### src/sv/anm_rle_delta_frame_decoder_defines.svh
// assertion helpers for the rle delta frame decoder
`ifndef ANM_RLE_DELTA_FRAME_DECODER_DEFINES_SVH
`define ANM_RLE_DELTA_FRAME_DECODER_DEFINES_SVH

// consequent checked in the same cycle as the antecedent
`define ANM_ASSERT_SAME(label, ante, cons, msg) \
  label: assert property (@(posedge clk) disable iff (rst) (ante) |-> (cons)) \
    else $error(msg);

// consequent checked in the cycle after the antecedent
`define ANM_ASSERT_NEXT(label, ante, cons, msg) \
  label: assert property (@(posedge clk) disable iff (rst) (ante) |=> (cons)) \
    else $error(msg);

`endif

### src/sv/anm_rle_pkg.sv
`default_nettype none

package anm_rle_pkg;

  localparam int unsigned BYTE_W   = 8;
  localparam int unsigned OFFSET_W = 16;
  localparam int unsigned COUNT_W  = 14;
  localparam int unsigned IN_TDATA_W  = 8;
  localparam int unsigned OUT_TDATA_W = 40;

  typedef enum logic [2:0] {
    PH_OPCODE     = 3'd0,
    PH_FILL_COUNT = 3'd1,
    PH_FILL_VALUE = 3'd2,
    PH_LITERAL    = 3'd3,
    PH_LONG_LO    = 3'd4,
    PH_LONG_HI    = 3'd5
  } phase_t;

  // one result item as held in the output register
  typedef struct packed {
    logic [OFFSET_W-1:0] offset;
    logic [COUNT_W-1:0]  length;
    logic [BYTE_W-1:0]   value;
    logic                done;
  } span_t;

endpackage

`default_nettype wire

### src/sv/anm_rle_delta_frame_decoder.sv
// rle delta frame decoder
// input channel s_*: one compressed byte per item in s_tdata, s_tuser set on the
// first byte of a frame forces the parser and position back to their reset state.
// output channel m_*: one span item (offset, length, colour) for each fill and for
// each literal byte; m_tlast marks the end-of-frame item given by the stop word,
// which carries offset, length and colour of zero.
// skips, opcode bytes and zero-length spans give no output item.
// a byte accepted into the input register is parsed there combinationally and its span
// is loaded into the output register once that register is free to take it.
// throughput: one byte per cycle while the output is not stalled, set by the
// combinational parse update between the input register and the output register.
// when m_tready is low the output register holds its item; an empty input register
// still takes one more byte, then s_tready drops until the output drains.
// reset (rst, synchronous) clears both registers' valid flags, the parse phase,
// the remaining count and the write position.
// DEST_ADDR_BITS sets the position width; offsets are its low 16 bits.

`default_nettype none

`include "anm_rle_delta_frame_decoder_defines.svh"

module anm_rle_delta_frame_decoder #(
  parameter int unsigned DEST_ADDR_BITS = 16
) (
  input  wire logic                                  clk,
  input  wire logic                                  rst,
  input  wire logic                                  s_tvalid,
  output      logic                                  s_tready,
  input  wire logic [anm_rle_pkg::IN_TDATA_W-1:0]    s_tdata,   // [7:0] src_byte
  input  wire logic [0:0]                            s_tuser,   // [0] frame_start
  output      logic                                  m_tvalid,
  input  wire logic                                  m_tready,
  // [15:0] dest_offset, [29:16] span_length, [37:30] pixel_value, [39:38] zero
  output      logic [anm_rle_pkg::OUT_TDATA_W-1:0]   m_tdata,
  output      logic                                  m_tlast    // frame_done
);

  localparam int unsigned P  = DEST_ADDR_BITS;
  localparam int unsigned OW = anm_rle_pkg::OFFSET_W;
  localparam int unsigned CW = anm_rle_pkg::COUNT_W;
  localparam int unsigned BW = anm_rle_pkg::BYTE_W;

  // input register
  logic          in_valid;
  logic [BW-1:0] in_byte;
  logic          in_start;

  // parser state
  anm_rle_pkg::phase_t phase, phase_next;
  logic [CW-1:0]       rem, rem_next;
  logic [P-1:0]        pos, pos_next;
  logic [BW-1:0]       lo_latch, lo_latch_next;

  // output register
  logic               out_valid;
  anm_rle_pkg::span_t out_span, out_span_next;
  logic               out_load;

  logic out_free;
  logic in_fire;

  assign out_free = !out_valid || m_tready;
  assign in_fire  = in_valid && out_free;
  assign s_tready = !in_valid || out_free;

  // state as seen by this item, after an optional frame restart
  anm_rle_pkg::phase_t eff_phase;
  logic [CW-1:0]       eff_rem;
  logic [P-1:0]        eff_pos;
  logic [BW-1:0]       eff_lo;

  logic [OW-1:0]       adv_n;
  logic                adv_en;
  logic [P+OW-1:0]     pos_ext;
  logic [P+OW-1:0]     pos_sum;
  logic [P+OW-1:0]     pos_wide;
  logic [OW-1:0]       word;
  logic [CW-1:0]       rem_dec;

  assign eff_phase = in_start ? anm_rle_pkg::PH_OPCODE : phase;
  assign eff_rem   = in_start ? '0 : rem;
  assign eff_pos   = in_start ? '0 : pos;
  assign eff_lo    = in_start ? '0 : lo_latch;

  assign pos_ext  = {{OW{1'b0}}, eff_pos};
  assign pos_sum  = pos_ext + {{P{1'b0}}, adv_n};
  assign pos_wide = {{OW{1'b0}}, eff_pos};
  assign word     = {in_byte, eff_lo};
  assign rem_dec  = eff_rem - CW'(1);

  always_comb begin
    phase_next    = anm_rle_pkg::PH_OPCODE;
    rem_next      = eff_rem;
    lo_latch_next = eff_lo;
    adv_en        = 1'b0;
    adv_n         = '0;
    out_load      = 1'b0;
    out_span_next = '0;
    unique case (eff_phase)
      anm_rle_pkg::PH_FILL_COUNT: begin
        rem_next   = CW'(in_byte);
        phase_next = anm_rle_pkg::PH_FILL_VALUE;
      end
      anm_rle_pkg::PH_FILL_VALUE: begin
        if (eff_rem != '0) begin
          adv_en               = 1'b1;
          adv_n                = OW'(eff_rem);
          out_load             = 1'b1;
          out_span_next.offset = pos_wide[OW-1:0];
          out_span_next.length = eff_rem;
          out_span_next.value  = in_byte;
          rem_next             = '0;
        end
      end
      anm_rle_pkg::PH_LITERAL: begin
        adv_en               = 1'b1;
        adv_n                = OW'(1);
        rem_next             = rem_dec;
        phase_next           = (rem_dec == '0) ? anm_rle_pkg::PH_OPCODE
                                               : anm_rle_pkg::PH_LITERAL;
        out_load             = 1'b1;
        out_span_next.offset = pos_wide[OW-1:0];
        out_span_next.length = CW'(1);
        out_span_next.value  = in_byte;
      end
      anm_rle_pkg::PH_LONG_LO: begin
        lo_latch_next = in_byte;
        phase_next    = anm_rle_pkg::PH_LONG_HI;
      end
      anm_rle_pkg::PH_LONG_HI: begin
        if (word == '0) begin
          // stop word: end-of-frame item and full restart
          rem_next           = '0;
          lo_latch_next      = '0;
          out_load           = 1'b1;
          out_span_next.done = 1'b1;
        end else if (!word[OW-1]) begin
          adv_en = 1'b1;
          adv_n  = word;
        end else if (word[OW-2]) begin
          rem_next   = word[CW-1:0];
          phase_next = anm_rle_pkg::PH_FILL_VALUE;
        end else begin
          rem_next = word[CW-1:0];
          if (word[CW-1:0] != '0) begin
            phase_next = anm_rle_pkg::PH_LITERAL;
          end
        end
      end
      default: begin
        // opcode byte, also taken for any unused phase code
        if (in_byte == '0) begin
          phase_next = anm_rle_pkg::PH_FILL_COUNT;
        end else if (!in_byte[BW-1]) begin
          rem_next   = CW'(in_byte);
          phase_next = anm_rle_pkg::PH_LITERAL;
        end else if (in_byte[BW-2:0] != '0) begin
          adv_en = 1'b1;
          adv_n  = OW'(in_byte[BW-2:0]);
        end else begin
          phase_next = anm_rle_pkg::PH_LONG_LO;
        end
      end
    endcase
    if (out_span_next.done) begin
      pos_next = '0;
    end else if (adv_en) begin
      pos_next = pos_sum[P-1:0];
    end else begin
      pos_next = eff_pos;
    end
  end

  always_ff @(posedge clk) begin
    if (rst) begin
      in_valid <= 1'b0;
    end else if (s_tready) begin
      in_valid <= s_tvalid;
    end
  end

  always_ff @(posedge clk) begin
    if (s_tvalid && s_tready) begin
      in_byte  <= s_tdata;
      in_start <= s_tuser[0];
    end
  end

  always_ff @(posedge clk) begin
    if (rst) begin
      phase    <= anm_rle_pkg::PH_OPCODE;
      rem      <= '0;
      pos      <= '0;
      lo_latch <= '0;
    end else if (in_fire) begin
      phase    <= phase_next;
      rem      <= rem_next;
      pos      <= pos_next;
      lo_latch <= lo_latch_next;
    end
  end

  always_ff @(posedge clk) begin
    if (rst) begin
      out_valid <= 1'b0;
    end else if (out_free) begin
      out_valid <= in_fire && out_load;
    end
  end

  always_ff @(posedge clk) begin
    if (in_fire && out_load) begin
      out_span <= out_span_next;
    end
  end

  assign m_tvalid = out_valid;
  assign m_tlast  = out_span.done;
  assign m_tdata  = {2'b00, out_span.value, out_span.length, out_span.offset};

  `ANM_ASSERT_SAME(a_eof_item_zero, m_tvalid && m_tlast, m_tdata == '0,
                   "end-of-frame item carries non-zero span fields")
  `ANM_ASSERT_SAME(a_span_nonzero, m_tvalid && !m_tlast, out_span.length != '0,
                   "zero-length span item presented")
  `ANM_ASSERT_NEXT(a_stop_clears_pos, in_fire && out_load && out_span_next.done,
                   pos == '0 && phase == anm_rle_pkg::PH_OPCODE,
                   "stop word did not restart the parser")
  `ANM_ASSERT_NEXT(a_in_hold, in_valid && !out_free,
                   in_valid && $stable(in_byte) && $stable(in_start),
                   "input register lost a stalled item")

endmodule

`default_nettype wire

### config.mk
export PLATFORM = sky130hd
export DESIGN_NAME = anm_rle_delta_frame_decoder
export DESIGN_NICKNAME = d
export VERILOG_FILES = /design/src/sv/anm_rle_pkg.sv /design/src/sv/anm_rle_delta_frame_decoder.sv
export VERILOG_INCLUDE_DIRS = /design/src /design/src/sv
export SDC_FILE = /design/constraint.sdc
export NUM_CORES = 1
export LEC_CHECK = 0
export BUFFER_PORTS_ARGS = -buffer_cell sky130_fd_sc_hd__buf_4
export CAP_MARGIN = 25
export CELL_PAD_IN_SITES_DETAIL_PLACEMENT = 0
export CELL_PAD_IN_SITES_GLOBAL_PLACEMENT = 1
export CORE_MARGIN = 5
export CORE_UTILIZATION = 40
export DETAILED_ROUTE_END_ITERATION = 6
export PLACE_DENSITY = 0.8
export SYNTH_ARGS = -nofsm -noshare
export SYNTH_HDL_FRONTEND = slang
export SYNTH_SLANG_ARGS = --single-unit
### constraint.sdc
create_clock -name clk -period 4.22 [get_ports clk]
set_input_delay 0.211 -clock clk [delete_from_list [all_inputs] [get_ports clk]]
set_output_delay 0.211 -clock clk [all_outputs]
set_load 0.1 [all_outputs]
Yosys cells after proc, flatten, opt, wreduce, memory -nomap -nowiden
Cells that the tools add are included.

Register bits: 91. Input bits: 13. Output and inout bits: 43. Logic and storage cells: 75.

Add/sub/neg operators: 2. Equality and inequality tests: 5. Muxes and demuxes: 42. Reduce and logical (&&, ||, !) cells: 14.

Operators with widths (number): $mux W14 (7); $pmux W38 S2 (1); $pmux W14 S5 (1); $pmux W15 S4 (1); $mux W16 (3); $mux W38 (1); $mux W15 (2); $reduce_bool A14 Y1 (2); $mux W7 (3); $add A16 B16 Y16 (1); $logic_not A16 Y1 (1); $mux W8 (2); $pmux W8 S2 (1); $pmux W3 S5 (1); $logic_not A14 Y1 (1); $sub A14 B1 Y14 const B (1); $mux W3 (4); $mux W2 (5); $logic_not A8 Y1 (1); $mux W1 (8); $reduce_bool A7 Y1 (1); $eq A3 B2 Y1 const B (2); $eq A3 B3 Y1 const B (2); $pmux W1 S4 (1); other kinds (6) (10).

Longest topological paths before layout
Depth in word-level cells: 8. Mapped depth: 18. Gate-level depth less buffers: 16.

Least setup slack after synthesis
No wires, ideal clock.

Path kind: register to register. Start: reg in_start. End: reg pos[14]. Setup time: 117 ps. Data arrival time: 3802 ps. Required time: 4103 ps. Setup slack: 302 ps. Cell stages (with the launch flop): 17. Buffers on the path: 2. Period minus slack after synthesis: 3918 ps. Cell sequence: edfxtp_1 clkbuf_1 inv_1 clkbuf_1 nand2_1 ha_1 a311oi_1 and2_1 a221o_1 ha_1 a21o_1 a221o_1 a31oi_1 o21ai_0 a221oi_1 xnor2_1 a22o_1.

Longest elaborated chain between the ends: 7. Elaborated cells between the ends (all ways): 24. Those cells by class: 1 x add/sub; 5 x eq/ne; 15 x mux; 3 x reduce/logical.

RTL lines: start, declared (RTL line anm_rle_delta_frame_decoder.sv:46) `logic in_start;`; start signal, assigned (RTL line anm_rle_delta_frame_decoder.sv:185) `in_start <= s_tuser[0];`; $mux W8 (tied with other cells) (RTL line anm_rle_delta_frame_decoder.sv:83) `assign eff_lo = in_start ? '0 : lo_latch;`; $logic_not A16 Y1 (tied with other cells) (RTL line anm_rle_delta_frame_decoder.sv:131) `if (word == '0) begin`; $mux W15 (tied with other cells) (RTL line anm_rle_delta_frame_decoder.sv:131); $pmux W15 S4 (RTL line anm_rle_delta_frame_decoder.sv:99) `unique case (eff_phase)`; $add A16 B16 Y16 (RTL line anm_rle_delta_frame_decoder.sv:86) `assign pos_sum = pos_ext + {{P{1'b0}}, adv_n};`; $mux W16 (RTL line anm_rle_delta_frame_decoder.sv:167) `end else if (adv_en) begin`; $mux W16 * (RTL line anm_rle_delta_frame_decoder.sv:165) `if (out_span_next.done) begin`; end signal, assigned (RTL line anm_rle_delta_frame_decoder.sv:198) `pos <= pos_next;`; end, declared (RTL line anm_rle_delta_frame_decoder.sv:51) `logic [P-1:0] pos, pos_next;`.

Mark *: on every way between the ends. The rest lies on a longest branch, timed or not. A chain may end at the register's enable or synchronous reset.

Worst setup path after layout
Start: reg rem[11]. End: reg pos[14].

Longest elaborated chain between the ends: 7. Elaborated cells between the ends (all ways): 9. Those cells by class: 1 x add/sub; 7 x mux; 1 x reduce/logical.

RTL lines: start, declared (RTL line anm_rle_delta_frame_decoder.sv:50) `logic [CW-1:0] rem, rem_next;`; start signal, assigned (RTL line anm_rle_delta_frame_decoder.sv:197) `rem <= rem_next;`; $mux W14 * (RTL line anm_rle_delta_frame_decoder.sv:81) `assign eff_rem = in_start ? '0 : rem;`; $reduce_bool A14 Y1 (RTL line anm_rle_delta_frame_decoder.sv:105) `if (eff_rem != '0) begin`; $mux W14 (RTL line anm_rle_delta_frame_decoder.sv:105); $pmux W15 S4 (RTL line anm_rle_delta_frame_decoder.sv:99); $add A16 B16 Y16 (RTL line anm_rle_delta_frame_decoder.sv:86); $mux W16 * (RTL line anm_rle_delta_frame_decoder.sv:167); $mux W16 * (RTL line anm_rle_delta_frame_decoder.sv:165).

Marks and branches as above.

==> metrics <==
worst reg2reg setup slack 250 ps; Top FF cell, synth edfxtp_1; hold depth 1; RSZ-0062 raised after global routing no; DRC viols 0; initial drt markers 452; Seq pwr share 0.436; number of inserted diodes 0; Tcrit/Tclk final 0.940; vias in the first global route 4442; actual slew at the worst max-slew pin 919 ps; switching power 0.578 mW; Worst Setup Path Type flop to flop; switching part of the total power 0.260; crit end category flop; number of synthesized flops with an enable pin 48; setup TNS 0 ps; TritonCTS buffer count 9; Power Total 2.22 mW; clk sinks 91; status finished clean; count of final max-slew check failures 0; slowest CP cell or4_1; worst relative slew slack 0.379; clock period minus worst slack 3970 ps; CP Data Arrival Time 4220 ps; min setup slack post-route 254 ps; Overflow after GRT 0; DRT Pass-1 Iters 5; MaxCap Viol Count 0; WL/cell 19.5 um; Hold WS 24.8 ps; Hold Buf Count CTS 0; TritonCTS clock tree built; FMAX 0.252 GHz; Worst setup SP type flop; synthesized area 0.00522 mm^2; core area 0.0127 mm^2; register area share after synthesis 0.441; Place WS 40.8 ps; Data required, critical path 4470 ps; final WL 15.4 mm; Synth area leader edfxtp_1; Max VDD drop 227 uV; Detailed Place HPWL 11.3 mm; Final nets 648; initial antenna violation count 0; synth unique cells 66; final setup fails 0; Post-synth top cells 50 x nand2_1, 48 x edfxtp_1, 43 x dfxtp_1; combinational share of power 0.147; Post-synth ARST share 0; met1 wire length 6.71 mm; synth warn 0; Clock H-tree levels 3; Crit path largest cell delay 590 ps; FP Rows 41; Die Wd 124 um; Worst Hold End in_byte[6]; routed wl met2 6.72 mm; uppermost layer routed met4; clk_skew 6.11 ps; crit path cell chain or4_1, nor3_2, a311oi_2, and2_1, a221oi_1, nor2_1, ha_1, and3_1, a221o_1, a31oi_1, o21ai_1, a221oi_2, xnor2_1, a22o_1; dominant cells by area after synthesis edfxtp_1 28%, dfxtp_1 16%, and2_1 4.6%; top-count cell post-synth nand2_1; DIE HEIGHT 124 um; Reg clk slew, reported paths 70 ps; DR WL met3 1.53 mm; crit-path max FO 6; Fin. Hold Viols 0; largest net degree at the start of global routing 33; RR Endpoint pos[14]; Die ar. 0.0154 mm^2; leakage 2.60 nW; vias after detailed routing 4696; gr usage total 0.200; vias per cell 5.92; reg2reg path depth 14; CTS max path bufs 2; Final GP Congestion 0.944; Pint 1.64 mW; Non-Filler Instances 793; Synth Register Bits 91; num ports 56; class of the worst hold path input port to flop; top-area cell type share of the netlist area 0.276; Initial Util 0.411; share of cells above drive strength 1 0.195; Routed Antenna Nets 0; RR Startpoint rem[11]; post-placement cell count 777; Skew-Pair Late Insertion Delay 360 ps; Pwr Density 351 mW/mm^2; syn avg cell area 9.48 um^2; Clk pwr share 0.418; first-pass GRT wire length 24.4 mm; Worst Hold Launch s_tdata[6]; Port-buffer cells 53; layout overhead on the synthesized area 20.9%; Root Buffer clkbuf_16; cell count after synthesis 551
==> power by group through the flow <==
| stage | combinational, mW | clock [mW] | sequential (mW) |
|---|---|---|---|
| after floorplan | 0.203 | 0 | 0.996 |
| after global placement | 0.313 | 0 | 0.984 |
| after detailed placement | 0.316 | 0 | 0.985 |
| after CTS | 0.318 | 0.947 | 0.965 |
| after global routing | 0.350 | 0.974 | 0.968 |
| final | 0.325 | 0.927 | 0.967 |
==> registers in the layout, indices dropped and copies added (netlist names) <==
| register | cells |
|---|---|
| m_tdata | 38 |
| pos | 16 |
| rem | 14 |
| in_byte | 8 |
| lo_latch | 8 |
| phase | 3 |
| in_start | 1 |
| in_valid | 1 |
| m_tlast | 1 |
| m_tvalid | 1 |
==> cell families (layout without fill, tap and decap cells) <==
family                   count (synthesis)  count (layout)  share of synthesized area
other                                    1               2                   0.000718
AO/OA/AOI/OAI                          170             170                      0.228
XOR/XNOR                                15              15                     0.0252
buffers and inverters                   45             114                     0.0376
flip-flops                              91              91                      0.441
adder cells (fa/ha/maj)                 19              19                     0.0470
multiplexers                             4               4                    0.00791
AND/OR/NAND/NOR                        206             206                      0.213
==> layout make-up <==
cell class / instances / area, um^2
Clock buffer: 9 / 225
Clock inverter: 7 / 115
Fill cell: 1224 / 6410
Inverter: 11 / 41.3
Multi-Input combinational cell: 416 / 2750
Sequential cell: 91 / 2300
Tap cell: 172 / 215
Timing Repair Buffer: 87 / 666
==> cell usage in the layout (no fill, tap or decap), types with 3 or more instances in the layout <==
master     synthesis  final
nand2b_1           5      5
o211ai_1           5      5
inv_1             11     11
nand2_1           50     50
or4_1              6      6
xor2_1             3      3
nor2_1            30     30
mux2i_1            3      3
dfxtp_1           43     43
a22o_1            17     17
bufinv_16          0      3
a21oi_1           36     35
buf_4              3     86
o2111ai_1          3      3
a221oi_1          10      9
o21ai_1            3      4
ha_1              18     18
and3_1             4      4
or2_2              4      4
a31oi_1            7      7
a221o_1            6      6
edfxtp_1          48     48
nor4_1             8      8
o31ai_1            4      4
o21a_1             6      6
nand3_1           11     11
o21ai_0           33     32
nor2b_1           20     20
and2_1            38     38
nand3b_1           3      3
a21o_1            16     16
nor3_1            10      9
clkbuf_16          0      9
nor4b_1            5      5
xnor2_1           12     12
==> per-layer routing <==
metal,up-vias,global-route usage
met2,266,0.303
li1,2184,-
met5,-,0
met1,2208,0.267
met4,0,0.0903
met3,38,0.0515
==> critical path, delay by kind of cell, from the launching register on <==
kind | cells | cell delay, ps
flops | 1 | 360
fa+ha+maj | 1 | 330
xor+xnor | 1 | 90
compound gates | 7 | 1730
simple gates | 5 | 1350
==> metrics by stage <==
step	utilization	area [um^2]
final	0.496	6310
after global routing	0.496	6310
after CTS	0.495	6290
after detailed placement	0.468	5950
after global placement	0.468	5950
after floorplan	-	5230
==> worst max-delay path by stage <==
stage	from	end	slack [ps]	depth (start not counted)
after floorplan	in_start	pos[14]	300	16
after global placement	rem[11]	pos[14]	180	14
after detailed placement	in_start	pos[14]	40	15
after CTS	in_start	pos[14]	6	15
after global routing	rem[11]	pos[14]	7	14
final	rem[11]	pos[14]	250	14
==> repair_timing <==
action,CTS,global route
gates resized for setup,0,5
endpoints found under the setup margin,0,3
setup buffers,0,0
Power figures use the tool's default switching activity.
